### src/rtl/core/pld_pkg.sv
// Shared constants and types for the point-to-line distance pipeline.
package pld_pkg;

   localparam int LIMB          = 32;
   localparam int MUL_LAT       = 3;
   localparam int OUT_WIDTH     = 48;
   localparam int ROOT_IN_WIDTH = 2 * OUT_WIDTH;

   typedef struct packed {
      logic                 saturated;
      logic                 degenerate;
      logic [OUT_WIDTH-1:0] distance;
   } rsp_type;

endpackage

### src/rtl/core/pld_mul.sv
// Three-stage unsigned multiplier built from limb-sized partial products.
module pld_mul import pld_pkg::*; #(
   parameter int AW = 32,
   parameter int BW = 32
) (
   input  logic             clock,
   input  logic             en,
   input  logic [AW-1:0]    a,
   input  logic [BW-1:0]    b,
   output logic [AW+BW-1:0] p
);

   localparam int NA = (AW + LIMB - 1) / LIMB;
   localparam int NB = (BW + LIMB - 1) / LIMB;
   localparam int PW = AW + BW;

   logic [NA*LIMB-1:0] a_ext;
   logic [NB*LIMB-1:0] b_ext;
   logic [2*LIMB-1:0]  pp_ff [NA][NB];
   logic [PW-1:0]      row_in [NA];
   logic [PW-1:0]      row_ff [NA];
   logic [PW-1:0]      p_in;
   logic [PW-1:0]      p_ff;

   assign a_ext = (NA*LIMB)'(a);
   assign b_ext = (NB*LIMB)'(b);

   always_ff @(posedge clock) begin
      if (en) begin
         for (int i = 0; i < NA; i++) begin
            for (int j = 0; j < NB; j++) begin
               pp_ff[i][j] <= a_ext[i*LIMB +: LIMB] * b_ext[j*LIMB +: LIMB];
            end
         end
      end
   end

   always_comb begin
      for (int i = 0; i < NA; i++) begin
         row_in[i] = '0;
         for (int j = 0; j < NB; j++) begin
            row_in[i] = row_in[i] + (PW'(pp_ff[i][j]) << (j * LIMB));
         end
      end
   end

   always_ff @(posedge clock) begin
      if (en) begin
         for (int i = 0; i < NA; i++) begin
            row_ff[i] <= row_in[i];
         end
      end
   end

   always_comb begin
      p_in = '0;
      for (int i = 0; i < NA; i++) begin
         p_in = p_in + (row_ff[i] << (i * LIMB));
      end
   end

   always_ff @(posedge clock) begin
      if (en) begin
         p_ff <= p_in;
      end
   end

   assign p = p_ff;

endmodule

### config.mk
export PLATFORM = sky130hd
export DESIGN_NAME = pld_mul
export DESIGN_NICKNAME = d
export VERILOG_FILES = /design/src/rtl/core/pld_pkg.sv /design/src/rtl/core/pld_mul.sv
export SDC_FILE = /design/constraint.sdc
export NUM_CORES = 2
export LEC_CHECK = 0
export ABC_CLOCK_PERIOD_IN_PS = 8440
export BUFFER_PORTS_ARGS = -buffer_cell sky130_fd_sc_hd__buf_4
export CAP_MARGIN = 20
export CELL_PAD_IN_SITES_DETAIL_PLACEMENT = 1
export CELL_PAD_IN_SITES_GLOBAL_PLACEMENT = 1
export CORE_MARGIN = 4
export CORE_UTILIZATION = 35
export DETAILED_ROUTE_END_ITERATION = 7
export HOLD_SLACK_MARGIN = 0.12
export PLACE_DENSITY = 0.68
export SYNTH_ARGS = -nofsm -noshare
export SYNTH_HDL_FRONTEND = slang
export SYNTH_SLANG_ARGS = --single-unit
### constraint.sdc
create_clock -name clock -period 8.44 [get_ports clock]
set_clock_uncertainty 0.15 [all_clocks]
set_input_delay 1.266 -clock clock [delete_from_list [all_inputs] [get_ports clock]]
set_output_delay 1.266 -clock clock [all_outputs]
set_load 0.1 [all_outputs]
==> results.yml <==
synthesis:
  yosys.area.top_type: "fa_1"
  synthFlopType: "edfxtp_1"
  yosys_register_bits: 192
  syn_nets: 5104
  netlist_area_sq_um: 39100
  yosysSeqAreaShare_pct: 14.8
  yosysTopAreaCellShare_pct: 45.9
  yosys.cell_types.count: 56
  syn_avg_cell_area_sq_um: 10.1
  synthCells: 3879
  synth_warnings: 0
  synthArstFlopShare_pct: 0
  synth_area_leaders: "fa_1 (46%), edfxtp_1 (15%), and2_1 (9.6%)"
  synth_edf_count: 192
critical_path:
  end_kind: "flip-flop"
  r2r-end: "p[22]$_DFFE_PP_"
  ff2ff_setup_slack_ns: 7.60
  path_max_fanout: 10
  required_ns: 8.47
  start_kind: "primary input"
  r2r_cells: 0
  worst_ep_arrival_time_ns: 8.40
  rr_startpoint: "row_ff[0][22]$_DFFE_PP_"
  worstSetupPathType: "primary input to flip-flop"
clocking:
  clkLatencyLatePin_ns: 0.43
  cts.clk_slew.worst_paths_ns: 0.07
  clkSinkCount: 192
  cts_made_buffers: 17
  htreeDepth: 4
  cts_hold_buffers: 0
  clock_path_buffers: 2
  cts-root-buf: "clkbuf_16"
  tritoncts: "yes"
global_route:
  grt_pass1_wl_um: 182000
  grtUsageMet2_pct: 37.7
  antenna_found_initial: 5
  grt_max_degree: 109
  grt_use_met1_pct: 24.0
  grt_util_met3_pct: 1.85
  track_usage_pct: 20.2
  grt_pass1_vias: 31700
  overflow: 0
  grt-busiest-layer: "met2"
place:
  finalWeightedCongestion: 0.890
  hpwl_um: 99600
  io_buffers: 129
drt:
  drtPass1Iterations: 5
  ant_nets: 0
  wl_per_cell_um: 20.4
  drt-initial-drc-count: 1110
  vias: 27100
  viasPerCell: 4.80
  drt-total-wl_um: 116000
  drc_errors: 0
job:
  maxCapViolCount: 0
die:
  die_w_um: 342
  core_sq_um: 111000
  num_rows: 122
  start_util_pct: 35.3
  die_y_um: 342
  ios: 130
  die_area_sq_um: 117000
timing:
  hold_viol: 0
  slew_headroom_pct: 29.6
  setup_violations: 0
  period_minus_slack_ns: 8.37
  rsz0062_at_grt: "true"
  slew_violations: 0
  fin_hold_ws_ns: 0.267
  period_share_pct: 99.2
  tightest_slew_ns: 1.06
  max_freq_mhz: 119
cells_and_area:
  final_nets: 5375
  syn_to_final_growth_pct: 15.2
  final_cell_mix: "fa_1 (873), inv_1 (846), and2_1 (583), nand2_1 (468), buf_4 (413)"
  drive_above_1_share_pct: 14.8
  layout_commonest_cell: "fa_1"
  fillCellCount: 12500
hold_path:
  hold_path.startpoint: "pp_ff[0][23]$_DFFE_PP_"
  hp-class: "flip-flop to flip-flop"
  whs_endpoint: "row_ff[0][23]$_DFFE_PP_"
  worstHoldPathCells: 0
outcome:
  status: "completed"
## timing repair
item	4_1_cts	5_1_grt
resized for setup	13	170
gates cloned	0	0
setup endpoints to repair	9	20
setup buffers	1	12
pin swaps	4	95
## Yosys cell counts, types with 4 or more instances
library cell	count
nor3_1	6
o21ai_0	30
and3_1	9
o21ai_1	10
a31oi_1	9
edfxtp_1	192
buf_2	8
o21a_1	5
clkbuf_1	211
ha_1	263
nand3_1	16
fa_1	896
a21o_1	32
nand2_1	468
o21bai_1	14
nor2b_1	7
a21oi_1	73
and2_1	601
inv_1	862
a21boi_0	4
xor2_1	26
nor2_1	31
xnor2_1	37
nand4_1	24
## area by class of cell
cell class / count / area, sq um / share of cell area (%)
Antenna cell: 2 / 5.00 / 0.0111
Tap cell: 1488 / 1860 / 4.14
Clock inverter: 13 / 153 / 0.339
Multi-Input combinational cell: 2601 / 29600 / 65.8
Inverter: 862 / 3240 / 7.19
Clock buffer: 19 / 433 / 0.962
Sequential cell: 192 / 5770 / 12.8
Timing Repair Buffer: 476 / 3940 / 8.75
## cells by family (layout without fill, tap and decap cells)
| logic type | Yosys count | after routing | synth area share, % |
|---|---|---|---|
| other cells | 0 | 2 | 0 |
| xor+xnor | 63 | 63 | 1.41 |
| simple gates | 1173 | 1173 | 15.6 |
| flops | 192 | 192 | 14.8 |
| fa+ha+maj | 1159 | 1159 | 54.3 |
| buf+inv | 1086 | 1370 | 10.5 |
| compound gates | 206 | 206 | 3.46 |
## worst max path at each step
stage	end	cells after the start	from	slack [ns]
5_1_grt	pp_ff[0][60]$_DFFE_PP_	24	a[9]	-0.02
6_report	pp_ff[0][60]$_DFFE_PP_	24	b[7]	0.07
4_1_cts	pp_ff[0][59]$_DFFE_PP_	28	a[21]	0.02
2_1_floorplan	pp_ff[0][62]$_DFFE_PP_	26	b[17]	0.08
3_3_place_gp	pp_ff[0][60]$_DFFE_PP_	26	a[15]	-0.56
3_5_place_dp	pp_ff[0][62]$_DFFE_PP_	26	b[8]	-0.69
## stage by stage
step	util [%]	instances	setup TNS [ns]	area, sq um	setup WS [ns]
finish	40.6	5653	0	45000	0.0654
global route	40.6	5653	-0.0478	45000	-0.0188
CTS	40.0	5643	0	44300	0.0203
detailed placement	39.4	5610	-10.77	43700	-0.695
global placement	39.4	5610	-8.26	43700	-0.561
floorplan	-	3879	0	39100	0.0786
## flip-flops by register name, indices dropped and copies added (netlist names)
name and flops:
p 64, pp_ff 64, row_ff 64
## worst max-delay path, cell delays in order
cell and delay, ns:
buf_12 0.12, buf_6 0.12, and2_4 0.15, fa_1 0.56
fa_1 0.44, fa_1 0.55, inv_2 0.06, fa_1 0.57
inv_2 0.05, fa_1 0.49, fa_2 0.57, fa_2 0.48
fa_1 0.45, ha_4 0.30, a21oi_4 0.06, o21ai_2 0.22
or3b_1 0.39, a21oi_2 0.19, a311oi_4 0.08, o311ai_4 0.43
a41oi_2 0.23, and3_4 0.25, o31ai_4 0.26, xor2_1 0.11
## per-layer routing
metal  share of wire, %  up-vias  wire, um
li1                   -    11900         -
met1                 39    14500     44900
met2                 54      509     62300
met3                3.0      197      3430
met4                4.3        4      4990
met5              0.020        -        23
Power is left out: the tool's default activity adds up to more than one toggle a clock period on the data nets, which glitch-free logic cannot reach.
